## config.mk

```make
export PLATFORM = sky130hd
export DESIGN_NAME = positional_linked_list_flat
export DESIGN_NICKNAME = d
export VERILOG_FILES = /design/src/sv/pll_pkg.sv /design/src/sv/pll_req_if.sv /design/src/sv/pll_rsp_if.sv /design/src/sv/pll_link_mem.sv /design/src/sv/pll_value_mem.sv /design/src/sv/positional_linked_list.sv /design/src/flat_wrapper.sv
export SDC_FILE = /design/constraint.sdc
export NUM_CORES = 1
export LEC_CHECK = 0
export ABC_AREA = 1
export BUFFER_PORTS_ARGS = -buffer_cell sky130_fd_sc_hd__buf_2
export CAP_MARGIN = 30
export CORE_MARGIN = 1.5
export CORE_UTILIZATION = 38
export DETAILED_ROUTE_END_ITERATION = 8
export PLACE_DENSITY_LB_ADDON = 0.25
export SLEW_MARGIN = 10
export SYNTH_ARGS = -nofsm -noshare
export SYNTH_HDL_FRONTEND = slang
export SYNTH_SLANG_ARGS = --single-unit
```

## constraint.sdc

```tcl
create_clock -name clk -period 4.78 [get_ports clk]
set_input_delay 0.478 -clock clk [delete_from_list [all_inputs] [get_ports clk]]
set_output_delay 0.478 -clock clk [all_outputs]
set_load 0.02 [all_outputs]
```

## src/sv/pll_pkg.sv

```systemverilog
package pll_pkg;

	localparam int MODE_W   = 1;
	localparam int POS_W    = 4;
	localparam int DATA_W   = 32;
	localparam int STATUS_W = 2;
	localparam int COUNT_W  = 4;

	typedef enum logic [MODE_W-1:0] {
		MODE_INSERT = 1'b0,
		MODE_DELETE = 1'b1
	} mode_t;

	typedef enum logic [STATUS_W-1:0] {
		STATUS_OK      = 2'd0,
		STATUS_FULL    = 2'd1,
		STATUS_BAD_POS = 2'd2
	} status_t;

	typedef enum logic [3:0] {
		ST_IDLE,
		ST_CHECK,
		ST_FREE_WAIT,
		ST_WALK_RD,
		ST_WALK_NX,
		ST_INS_LINK,
		ST_INS_SPLICE,
		ST_DEL_RD,
		ST_DEL_NX,
		ST_DEL_SPLICE,
		ST_DEL_FREE,
		ST_DONE
	} state_t;

endpackage

```

## src/sv/pll_req_if.sv

```systemverilog
interface pll_req_if;
	logic                              valid;
	logic                              ready;
	logic [pll_pkg::MODE_W-1:0]        mode;
	logic [pll_pkg::POS_W-1:0]         position;
	logic signed [pll_pkg::DATA_W-1:0] value;

	modport source (output valid, output mode, output position, output value, input ready);
	modport sink (input valid, input mode, input position, input value, output ready);
endinterface

```

## src/sv/pll_rsp_if.sv

```systemverilog
interface pll_rsp_if;
	logic                              valid;
	logic                              ready;
	logic [pll_pkg::STATUS_W-1:0]      status;
	logic signed [pll_pkg::DATA_W-1:0] removed_value;
	logic [pll_pkg::COUNT_W-1:0]       item_count;

	modport source (output valid, output status, output removed_value, output item_count,
		input ready);
	modport sink (input valid, input status, input removed_value, input item_count,
		output ready);
endinterface

```

## src/sv/pll_link_mem.sv

```systemverilog
module pll_link_mem #(
	parameter int CAPACITY = 8,
	parameter int AW       = 3,
	parameter int LW       = 4
) (
	input  logic          clk,
	input  logic          arst_n,
	input  logic [AW-1:0] raddr,
	output logic [LW-1:0] rdata,
	input  logic          we,
	input  logic [AW-1:0] waddr,
	input  logic [LW-1:0] wdata
);

	logic [LW-1:0]       mem [CAPACITY];
	logic [CAPACITY-1:0] written_q;
	logic [LW-1:0]       rdata_q;

	always_ff @(posedge clk or negedge arst_n) begin
		if (!arst_n) begin
			written_q <= '0;
		end else if (we) begin
			written_q[waddr] <= 1'b1;
		end
	end

	always_ff @(posedge clk) begin
		if (we) begin
			mem[waddr] <= wdata;
		end
	end

	// unwritten slot reads as its reset link: the following slot
	always_ff @(posedge clk) begin
		if (written_q[raddr]) begin
			rdata_q <= mem[raddr];
		end else begin
			rdata_q <= LW'(raddr) + LW'(1);
		end
	end

	assign rdata = rdata_q;

endmodule

```

## src/sv/pll_value_mem.sv

```systemverilog
module pll_value_mem #(
	parameter int CAPACITY = 8,
	parameter int AW       = 3
) (
	input  logic                              clk,
	input  logic [AW-1:0]                     raddr,
	output logic signed [pll_pkg::DATA_W-1:0] rdata,
	input  logic                              we,
	input  logic [AW-1:0]                     waddr,
	input  logic signed [pll_pkg::DATA_W-1:0] wdata
);

	logic signed [pll_pkg::DATA_W-1:0] mem [CAPACITY];
	logic signed [pll_pkg::DATA_W-1:0] rdata_q;

	always_ff @(posedge clk) begin
		if (we) begin
			mem[waddr] <= wdata;
		end
		rdata_q <= mem[raddr];
	end

	assign rdata = rdata_q;

endmodule

```

## src/sv/positional_linked_list.sv

```systemverilog
// channel  dir  handshake     payload
// req      in   valid/ready   mode, position, value
// rsp      out  valid/ready   status, removed_value, item_count
//
// One item at a time: req.ready is high only while idle, so a new item is not accepted until
// the result of the last one has been taken. Each step of the walk is a read of the link
// memory followed by a state that follows the link just read.
// Reset empties the list and chains all slots on the free list at once.
// The result waits in the output register until taken; req.ready stays low meanwhile.
module positional_linked_list #(
	parameter int CAPACITY = 8
) (
	input  logic      clk,
	input  logic      arst_n,
	pll_req_if.sink   req,
	pll_rsp_if.source rsp
);

	localparam int AW = $clog2(CAPACITY);
	localparam int LW = $clog2(CAPACITY + 1);
	localparam int CW = $clog2(CAPACITY + 1);
	localparam int MW = (CW > pll_pkg::POS_W) ? CW : pll_pkg::POS_W;
	localparam logic [LW-1:0] NULL_LINK = LW'(CAPACITY);

	pll_pkg::state_t state_q, state_d;

	logic [LW-1:0] head_q, free_q;
	logic [CW-1:0] count_q;

	pll_pkg::mode_t                    mode_q;
	logic [pll_pkg::POS_W-1:0]         pos_q, step_q;
	logic signed [pll_pkg::DATA_W-1:0] value_q, removed_q;
	logic [LW-1:0]                     prev_q, nxt_q, fn_q, vnext_q;
	pll_pkg::status_t                  status_q;

	logic [AW-1:0] link_raddr, link_waddr, val_raddr;
	logic [LW-1:0] link_rdata, link_wdata, walk_n;
	logic          link_we, val_we;
	logic signed [pll_pkg::DATA_W-1:0] val_rdata;
	logic [MW-1:0] pos_ext, cnt_ext;
	logic          table_full;

	function automatic logic [LW-1:0] clean(input logic [LW-1:0] l);
		return (l < NULL_LINK) ? l : NULL_LINK;
	endfunction

	assign pos_ext    = MW'(pos_q);
	assign cnt_ext    = MW'(count_q);
	assign table_full = (free_q >= NULL_LINK) || (count_q >= CW'(CAPACITY));
	assign walk_n     = (prev_q == NULL_LINK) ? clean(head_q) : clean(link_rdata);

	pll_link_mem #(.CAPACITY(CAPACITY), .AW(AW), .LW(LW)) u_link (
		.clk    (clk),
		.arst_n (arst_n),
		.raddr  (link_raddr),
		.rdata  (link_rdata),
		.we     (link_we),
		.waddr  (link_waddr),
		.wdata  (link_wdata)
	);

	pll_value_mem #(.CAPACITY(CAPACITY), .AW(AW)) u_value (
		.clk   (clk),
		.raddr (val_raddr),
		.rdata (val_rdata),
		.we    (val_we),
		.waddr (free_q[AW-1:0]),
		.wdata (value_q)
	);

	always_ff @(posedge clk or negedge arst_n) begin
		if (!arst_n) begin
			state_q <= pll_pkg::ST_IDLE;
		end else begin
			state_q <= state_d;
		end
	end

	always_comb begin
		state_d    = state_q;
		link_raddr = prev_q[AW-1:0];
		link_waddr = prev_q[AW-1:0];
		link_wdata = nxt_q;
		link_we    = 1'b0;
		val_raddr  = nxt_q[AW-1:0];
		val_we     = 1'b0;
		unique case (state_q)
			pll_pkg::ST_IDLE: begin
				if (req.valid) begin
					state_d = pll_pkg::ST_CHECK;
				end
			end
			pll_pkg::ST_CHECK: begin
				link_raddr = free_q[AW-1:0];
				if (mode_q == pll_pkg::MODE_INSERT) begin
					if (table_full || pos_ext > cnt_ext) begin
						state_d = pll_pkg::ST_DONE;
					end else begin
						state_d = pll_pkg::ST_FREE_WAIT;
					end
				end else if (pos_ext >= cnt_ext) begin
					state_d = pll_pkg::ST_DONE;
				end else begin
					state_d = pll_pkg::ST_WALK_RD;
				end
			end
			pll_pkg::ST_FREE_WAIT: state_d = pll_pkg::ST_WALK_RD;
			pll_pkg::ST_WALK_RD:   state_d = pll_pkg::ST_WALK_NX;
			pll_pkg::ST_WALK_NX: begin
				if (step_q == pos_q || walk_n == NULL_LINK) begin
					if (mode_q == pll_pkg::MODE_INSERT) begin
						state_d = pll_pkg::ST_INS_LINK;
					end else if (walk_n == NULL_LINK) begin
						state_d = pll_pkg::ST_DONE;
					end else begin
						state_d = pll_pkg::ST_DEL_RD;
					end
				end else begin
					state_d = pll_pkg::ST_WALK_RD;
				end
			end
			pll_pkg::ST_INS_LINK: begin
				link_we    = 1'b1;
				link_waddr = free_q[AW-1:0];
				link_wdata = nxt_q;
				val_we     = 1'b1;
				state_d    = pll_pkg::ST_INS_SPLICE;
			end
			pll_pkg::ST_INS_SPLICE: begin
				link_we    = (prev_q != NULL_LINK);
				link_wdata = free_q;
				state_d    = pll_pkg::ST_DONE;
			end
			pll_pkg::ST_DEL_RD: begin
				link_raddr = nxt_q[AW-1:0];
				state_d    = pll_pkg::ST_DEL_NX;
			end
			pll_pkg::ST_DEL_NX: state_d = pll_pkg::ST_DEL_SPLICE;
			pll_pkg::ST_DEL_SPLICE: begin
				link_we    = (prev_q != NULL_LINK);
				link_wdata = vnext_q;
				state_d    = pll_pkg::ST_DEL_FREE;
			end
			pll_pkg::ST_DEL_FREE: begin
				link_we    = 1'b1;
				link_waddr = nxt_q[AW-1:0];
				link_wdata = free_q;
				state_d    = pll_pkg::ST_DONE;
			end
			pll_pkg::ST_DONE: begin
				if (rsp.ready) begin
					state_d = pll_pkg::ST_IDLE;
				end
			end
			default: state_d = pll_pkg::ST_IDLE;
		endcase
	end

	// list bookkeeping
	always_ff @(posedge clk or negedge arst_n) begin
		if (!arst_n) begin
			head_q  <= NULL_LINK;
			free_q  <= '0;
			count_q <= '0;
		end else begin
			unique case (state_q)
				pll_pkg::ST_INS_SPLICE: begin
					if (prev_q == NULL_LINK) begin
						head_q <= free_q;
					end
					free_q  <= fn_q;
					count_q <= count_q + CW'(1);
				end
				pll_pkg::ST_DEL_SPLICE: begin
					if (prev_q == NULL_LINK) begin
						head_q <= vnext_q;
					end
				end
				pll_pkg::ST_DEL_FREE: begin
					free_q  <= nxt_q;
					count_q <= count_q - CW'(1);
				end
				default: begin
				end
			endcase
		end
	end

	always_ff @(posedge clk) begin
		unique case (state_q)
			pll_pkg::ST_IDLE: begin
				mode_q    <= pll_pkg::mode_t'(req.mode);
				pos_q     <= req.position;
				value_q   <= req.value;
				prev_q    <= NULL_LINK;
				step_q    <= '0;
				status_q  <= pll_pkg::STATUS_OK;
				removed_q <= '0;
			end
			pll_pkg::ST_CHECK: begin
				if (mode_q == pll_pkg::MODE_INSERT && table_full) begin
					status_q <= pll_pkg::STATUS_FULL;
				end else if (mode_q == pll_pkg::MODE_INSERT && pos_ext > cnt_ext) begin
					status_q <= pll_pkg::STATUS_BAD_POS;
				end else if (mode_q == pll_pkg::MODE_DELETE && pos_ext >= cnt_ext) begin
					status_q <= pll_pkg::STATUS_BAD_POS;
				end
			end
			pll_pkg::ST_FREE_WAIT: fn_q <= clean(link_rdata);
			pll_pkg::ST_WALK_NX: begin
				if (step_q == pos_q || walk_n == NULL_LINK) begin
					nxt_q <= walk_n;
					if (mode_q == pll_pkg::MODE_DELETE && walk_n == NULL_LINK) begin
						status_q <= pll_pkg::STATUS_BAD_POS;
					end
				end else begin
					prev_q <= walk_n;
					step_q <= step_q + pll_pkg::POS_W'(1);
				end
			end
			pll_pkg::ST_DEL_NX: begin
				vnext_q   <= clean(link_rdata);
				removed_q <= val_rdata;
			end
			default: begin
			end
		endcase
	end

	assign req.ready         = (state_q == pll_pkg::ST_IDLE);
	assign rsp.valid         = (state_q == pll_pkg::ST_DONE);
	assign rsp.status        = status_q;
	assign rsp.removed_value = removed_q;
	assign rsp.item_count    = pll_pkg::COUNT_W'(count_q);

endmodule

```

## src/flat_wrapper.sv

```systemverilog
// flat-port wrapper written by rule: the top's interface ports become plain ports
module positional_linked_list_flat 
#(
	parameter int CAPACITY = 8
)
  (clk, arst_n, req_valid, req_mode, req_position, req_value, req_ready, rsp_valid, rsp_status, rsp_removed_value, rsp_item_count, rsp_ready);
  pll_req_if req_i ();
  pll_rsp_if rsp_i ();
  input  logic clk;
  input  logic arst_n;
  input wire logic [$bits(req_i.valid)-1:0] req_valid;
  input wire logic [$bits(req_i.mode)-1:0] req_mode;
  input wire logic [$bits(req_i.position)-1:0] req_position;
  input wire logic [$bits(req_i.value)-1:0] req_value;
  output wire logic [$bits(req_i.ready)-1:0] req_ready;
  output wire logic [$bits(rsp_i.valid)-1:0] rsp_valid;
  output wire logic [$bits(rsp_i.status)-1:0] rsp_status;
  output wire logic [$bits(rsp_i.removed_value)-1:0] rsp_removed_value;
  output wire logic [$bits(rsp_i.item_count)-1:0] rsp_item_count;
  input wire logic [$bits(rsp_i.ready)-1:0] rsp_ready;
  assign req_i.valid = req_valid;
  assign req_i.mode = req_mode;
  assign req_i.position = req_position;
  assign req_i.value = req_value;
  assign req_ready = req_i.ready;
  assign rsp_valid = rsp_i.valid;
  assign rsp_status = rsp_i.status;
  assign rsp_removed_value = rsp_i.removed_value;
  assign rsp_item_count = rsp_i.item_count;
  assign rsp_i.ready = rsp_ready;
  positional_linked_list #(.CAPACITY(CAPACITY)) u_core (.clk(clk), .arst_n(arst_n), .req(req_i), .rsp(rsp_i));
endmodule
```

=== After elaboration in Yosys (flattened, before gate mapping) ===
Memories as Yosys holds them, arrays and structs flattened. A register that Yosys moved wholly into a read port is not among the register bits.
Index checks and enable logic that the tools add are counted.

* Bits in writable memories: 288
* Memories kept: 2
* Word-level logic and storage cells: 120
* Register bits: 119
* Bits of input ports: 41
* Output and inout bits: 40

* Add/sub/neg operators: 4
* Mux-type cells: 42
* Bitwise operators: 2
* Reductions and logical operators: 22
* $lt $le $gt $ge: 9
* Equal/unequal tests: 23

{| class="wikitable"
|+ Memory list
! memory !! words !! bits a word !! read ports !! clocked after Yosys merged registers in !! wr ports !! RTL line !! text
|-
| u_core.u_value.mem || 8 || 32 || 1 || 1 || 1 || pll_value_mem.sv:13 || <nowiki>logic signed [pll_pkg::DATA_W-1:0] mem [CAPACITY];</nowiki>
|-
| u_core.u_link.mem || 8 || 4 || 1 || 0 || 1 || pll_link_mem.sv:15 || <nowiki>logic [LW-1:0] mem [CAPACITY];</nowiki>
|}

{| class="wikitable"
|+ Operator list
! kind !! count
|-
| $mux 4 || 16
|-
| $pmux 32 s2 || 1
|-
| $pmux 4 s2 || 6
|-
| $pmux 4 s11 || 1
|-
| $eq 4x4->1 const B || 6
|-
| $eq 4x3->1 const B || 4
|-
| $pmux 3 s2 || 2
|-
| $mux 2 || 5
|-
| $ne 2x1->1 const B || 5
|-
| $add 4x1->4 const B || 2
|-
| $eq 4x2->1 const B || 2
|-
| $ge 4x4->1 const B || 2
|-
| $lt 3x4->1 const B || 2
|-
| $lt 4x4->1 const B || 2
|-
| $or 8x8->8 || 1
|-
| $reduce_bool 2->1 || 4
|-
| $mux 1 || 7
|-
| $pmux 2 s3 || 1
|-
| $reduce_and 2->1 || 3
|-
| $reduce_or 2->1 || 3
|-
| $logic_and 1x1->1 || 5
|-
| $add 3x1->4 const B || 1
|-
| $eq 4x1->1 const B || 1
|-
| $eq 4x4->1 || 1
|-
| 16 further kinds || 19
|}

=== Longest topological paths before layout ===
* Word-level depth: 8
* Depth in mapped cells: 15
* Gate-level depth less buffers: 14

=== Cells and area by module ===
Synthesis repeated with hierarchy kept, for this count alone.

* Cells, all modules: 1,764
* Area, all modules: 18,430.2 um^2

{| class="wikitable"
|+ By module, submodules not included
! module !! seq. area each (um^2) !! area an instance (um^2) !! cells an instance !! instances
|-
| pll_value_mem || 8,328.0 || 11,872.6 || 1,156 || 1
|-
| positional_linked_list || 3,134.3 || 4,564.4 || 399 || 1
|-
| pll_link_mem || 1,241.2 || 1,993.2 || 209 || 1
|}

=== Worst setup path before layout ===
Ideal clock, no wire load.

* Kind: register to register
* From: register u_core.state_q[2]
* To: register u_core.prev_q[0] (enable)
* Data arrival time: 3.022 ns
* Library setup time: 0.330 ns
* Stages on the path, launching flop included: 6
* Required time: 4.450 ns
* Buffers on the path: 0
* Clock period less this slack: 3.352 ns
* Setup slack: 1.428 ns
* Path through: dfrtp_1 -> nor2_1 -> inv_1 -> nor2_1 -> inv_1 -> nand2_1

* Word-level cells in the longest chain between the ends: 3
* Elaborated cells on any way between the ends: 5
* Those cells by class: eq/ne (2); reduce/logical (3)

{| class="wikitable"
|+ RTL lines
! element !! RTL line !! text
|-
| start: declaration || positional_linked_list.sv:25 || <nowiki>pll_pkg::state_t state_q, state_d;</nowiki>
|-
| start signal: assignment || positional_linked_list.sv:73 || <nowiki>state_q <= pll_pkg::ST_IDLE;</nowiki>
|-
| start signal: assignment || positional_linked_list.sv:75 || <nowiki>state_q <= state_d;</nowiki>
|-
| $logic_not 4->1 || - ||
|-
| net req_ready || flat_wrapper.sv:15 || <nowiki>output wire logic [$bits(req_i.ready)-1:0] req_ready;</nowiki>
|-
| $reduce_bool 2->1 (no line) || - ||
|-
| $reduce_and 2->1 (no line) || - ||
|-
| end signal: assignment || positional_linked_list.sv:217 || <nowiki>prev_q <= walk_n;</nowiki>
|-
| end: declaration || positional_linked_list.sv:33 || <nowiki>logic [LW-1:0] prev_q, nxt_q, fn_q, vnext_q;</nowiki>
|}

The timed path passes the listed nets, and every way through them passes these cells.
A chain may end at the register's enable or synchronous reset.

=== Final worst setup path ===
* From: register u_core.state_q[2]
* To: output port req_ready

* Word-level cells in the longest chain between the ends: 1

{| class="wikitable"
|+ RTL lines
! element !! RTL line !! text
|-
| $logic_not 4->1 || positional_linked_list.sv:230 || <nowiki>assign req.ready = (state_q == pll_pkg::ST_IDLE);</nowiki>
|-
| end: declaration || flat_wrapper.sv:15 ||
|}

Every way passes these cells.

==> results.py <==
metrics = {
    "sta": {
        "fmax_ghz": 0.331,
        "rsz0062_at_grt": "no",
        "hold_violations": 0,
        "fin_crit_ns": 3.02,
        "max_slew_margin_pct": 43.1,
        "setup_viol": 0,
        "report.final.slew_viol_count": 0,
        "fin_crit_sh_pct": 63.1,
        "finClkSkew_ns": 0.0102,
        "max_slew.worst_pin.slew_ns": 0.854,
        "hold_slack_ns": 0.0717,
        "fin_setup_tns_ns": 0,
    },
    "synthesis": {
        "ys_seq_elements": 439,
        "async_flop_share_pct": 5.47,
        "synth_ff_type": "edfxtp_1",
        "synth_fp_nets": 1396,
        "synth_edf_count": 379,
        "yosysSeqAreaShare_pct": 75.1,
        "yosysUniqueCellTypes": 40,
        "syn_area_sq_mm": 0.0169,
        "netlist_instances": 1346,
        "synth_largest_area_cell": "edfxtp_1",
        "synth_commonest_cells": "edfxtp_1 (379), nor2_1 (300), o21ai_0 (146), nand2_1 (113), inv_1 (87)",
        "yosysWarnings": 0,
        "syn_area_per_cell_sq_um": 12.6,
        "yosysMostFrequentCell": "edfxtp_1",
        "ys_top_cells_by_area": "edfxtp_1 (67%), nor2_1 (6.7%), o21ai_0 (4.3%)",
        "synth_top_cell_area_share_pct": 67.3,
    },
    "critical_path": {
        "worstPathRequired_ns": 4.30,
        "cp_slowest_cell": "nor2_4",
        "cp_num_buf_inv": 3,
        "slowest_delay_ns": 0.50,
        "path_class": "flip-flop to primary output",
        "critical-path-top-delay-family": "buffers and inverters",
        "critPathMaxFanout": 18,
        "crit_path_start": "u_core.state_q[2]$_DFFE_PN0P_",
        "end_kind": "primary output",
        "crit_chain": "nor2_1, inv_1, nor2_4, buf_4, buf_2",
        "cp.arrival_ns": 2.54,
        "start_kind": "flip-flop",
        "r2r_start": "u_core.state_q[1]$_DFFE_PN0P_",
    },
    "floorplanning": {
        "die_w_microns": 214,
        "std_cell_rows": 77,
        "die-area_sq_mm": 0.0458,
        "io_pins": 81,
        "core_sq_mm": 0.0440,
        "start_util_pct": 38.4,
        "die_y_microns": 214,
    },
    "global_route": {
        "track_usage_pct": 16.1,
        "grt_pass1_vias": 9983,
        "grt_antenna_before_repair": 0,
        "grt_pass1_wl_microns": 57300,
        "grt_max_degree": 70,
        "grt_overflow": 0,
    },
    "pwr": {
        "power_density_mw_per_mm2": 532,
        "static-leakage-power_uw": 0.00711,
        "vdd_drop_max_v": 0.000324,
    },
    "cells_and_area": {
        "seq_area_sq_mm": 0.0127,
        "final_util_pct": 44.4,
        "final_nets": 1483,
        "layout-drive-gt1-share_pct": 14.6,
        "fill_cells": 3991,
        "multi_input_area_sq_mm": 0.00365,
        "syn2layout_area_growth_pct": 15.7,
        "diodes": 0,
    },
    "clocking": {
        "clk_pin_slew_ns": 0.06,
        "cts.sink_count": 439,
        "cts-root-buf": "clkbuf_16",
        "insertion_delay_ns": 0.58,
        "htreeDepth": 2,
        "clk_path_buf_depth": 3,
        "cts_tree": "yes",
        "cts_buffers": 46,
    },
    "min_path": {
        "hp-class": "input pin to flip-flop",
        "worst_hold_startpoint": "req_value[19]",
    },
    "placement": {
        "dp_hpwl_microns": 22000,
        "routabilityCongestion": 0.818,
        "portBuffers": 80,
    },
    "detailed_routing": {
        "remaining_drc_errors": 0,
        "ant_nets": 0,
        "drt-total-wl_microns": 36700,
        "routedWlPerCell_microns": 17.8,
        "dr.pass1.iters": 5,
        "vias": 10100,
        "drt_iter0_drc": 623,
        "via_per_inst": 4.89,
    },
    "run": {
        "maxCapViolCount": 0,
    },
    "status": {
        "run_status": "completed",
    },
}
==> what timing repair did <==
item	in CTS	in global routing
resized for setup	0	0
buffers inserted	0	0
endpoints found under the hold margin	23	0
hold buffers	1	0
==> per-layer routing <==
layer | up-vias | global-route usage [%] | routed length [microns]
met5 | - | 0 | 0
met4 | 0 | 5.08 | 731
met3 | 54 | 2.71 | 1660
met2 | 199 | 25.6 | 17000
met1 | 4934 | 22.6 | 17400
li1 | 4892 | - | -
==> sequential cells by signal, indices dropped and copies added, names as in the netlist, 8 cells and up <==
register,count
u_core.value_q,32
u_core.u_link.written_q,8
u_core.rsp.removed_value,32
u_core.u_value.rdata,32
u_core.u_link.mem,32
u_core.u_value.mem,256
==> worst paths after layout <==
check / end / slack [ns] / cells after the start
min: u_core.value_q[19]$_DFFE_PP_ / 0.07 / 1
min in group asynchronous: u_core.state_q[1]$_DFFE_PN0P_ / 0.46 / 2
min reg2reg: u_core.u_link.written_q[1]$_DFFE_PN0P_ / 0.47 / 1
max reg2reg: u_core.u_link.mem[0][0]$_DFFE_PP_ / 2.18 / 7
max: req_ready / 1.76 / 5
max in group asynchronous: u_core.head_q[1]$_DFFE_PN0P_ / 3.90 / 2
==> power by group <==
group | leakage [uW] | total [uW] | switching (uW) | internal [uW]
sequential | 0.00402 | 5120 | 290 | 4830
combinational | 0.00238 | 1900 | 1360 | 546
clock | 0.000707 | 3400 | 1480 | 1920
==> placed cells by master (no fill, tap or decap), types with 7 or more instances in the layout <==
| cell | instances |
|---|---|
| dfrtp_1 | 23 |
| nor2_1 | 290 |
| dfxtp_1 | 36 |
| inv_2 | 13 |
| o21ai_0 | 146 |
| ha_1 | 8 |
| buf_2 | 80 |
| nand2_1 | 113 |
| a31oi_1 | 32 |
| clkbuf_16 | 46 |
| nand3_1 | 36 |
| inv_1 | 84 |
| clkbuf_1 | 10 |
| edfxtp_1 | 379 |
| clkinv_2 | 11 |
| or2_1 | 8 |
| buf_4 | 13 |
| nand2_2 | 8 |
| nor2_4 | 14 |
| nand3b_1 | 12 |
| o22ai_1 | 33 |
| clkinv_1 | 7 |
==> layout make-up <==
class | count | area share [%]
tap | 592 | 3.79
clock inverter | 24 | 0.921
multi-input combinational | 747 | 18.7
sequential | 439 | 64.9
clock buffer | 61 | 6.43
inverter | 99 | 1.91
timing repair buffer | 100 | 3.36
==> cells by family (layout without fill, tap and decap cells) <==
logic type	after synthesis	after routing	share of synthesized area, %
simple gates	490	490	12.0
flops	439	439	75.1
compound gates	235	235	7.71
buf+inv	160	284	3.75
xor+xnor	10	10	0.518
fa+ha+maj	9	9	0.710
mux	3	3	0.200
==> through the flow <==
stage	instances	total power [uW]	setup slack (ns)	instance area [sq um]
2_1_floorplan	1346	6430	1.43	16900
4_1_cts	2062	10500	1.69	19600
3_3_place_gp	1970	7070	2.24	18000
3_5_place_dp	1976	7120	2.18	18100
6_report	2062	10400	1.76	19600
5_1_grt	2062	10900	1.63	19600
(Power assumes the default switching activity.)
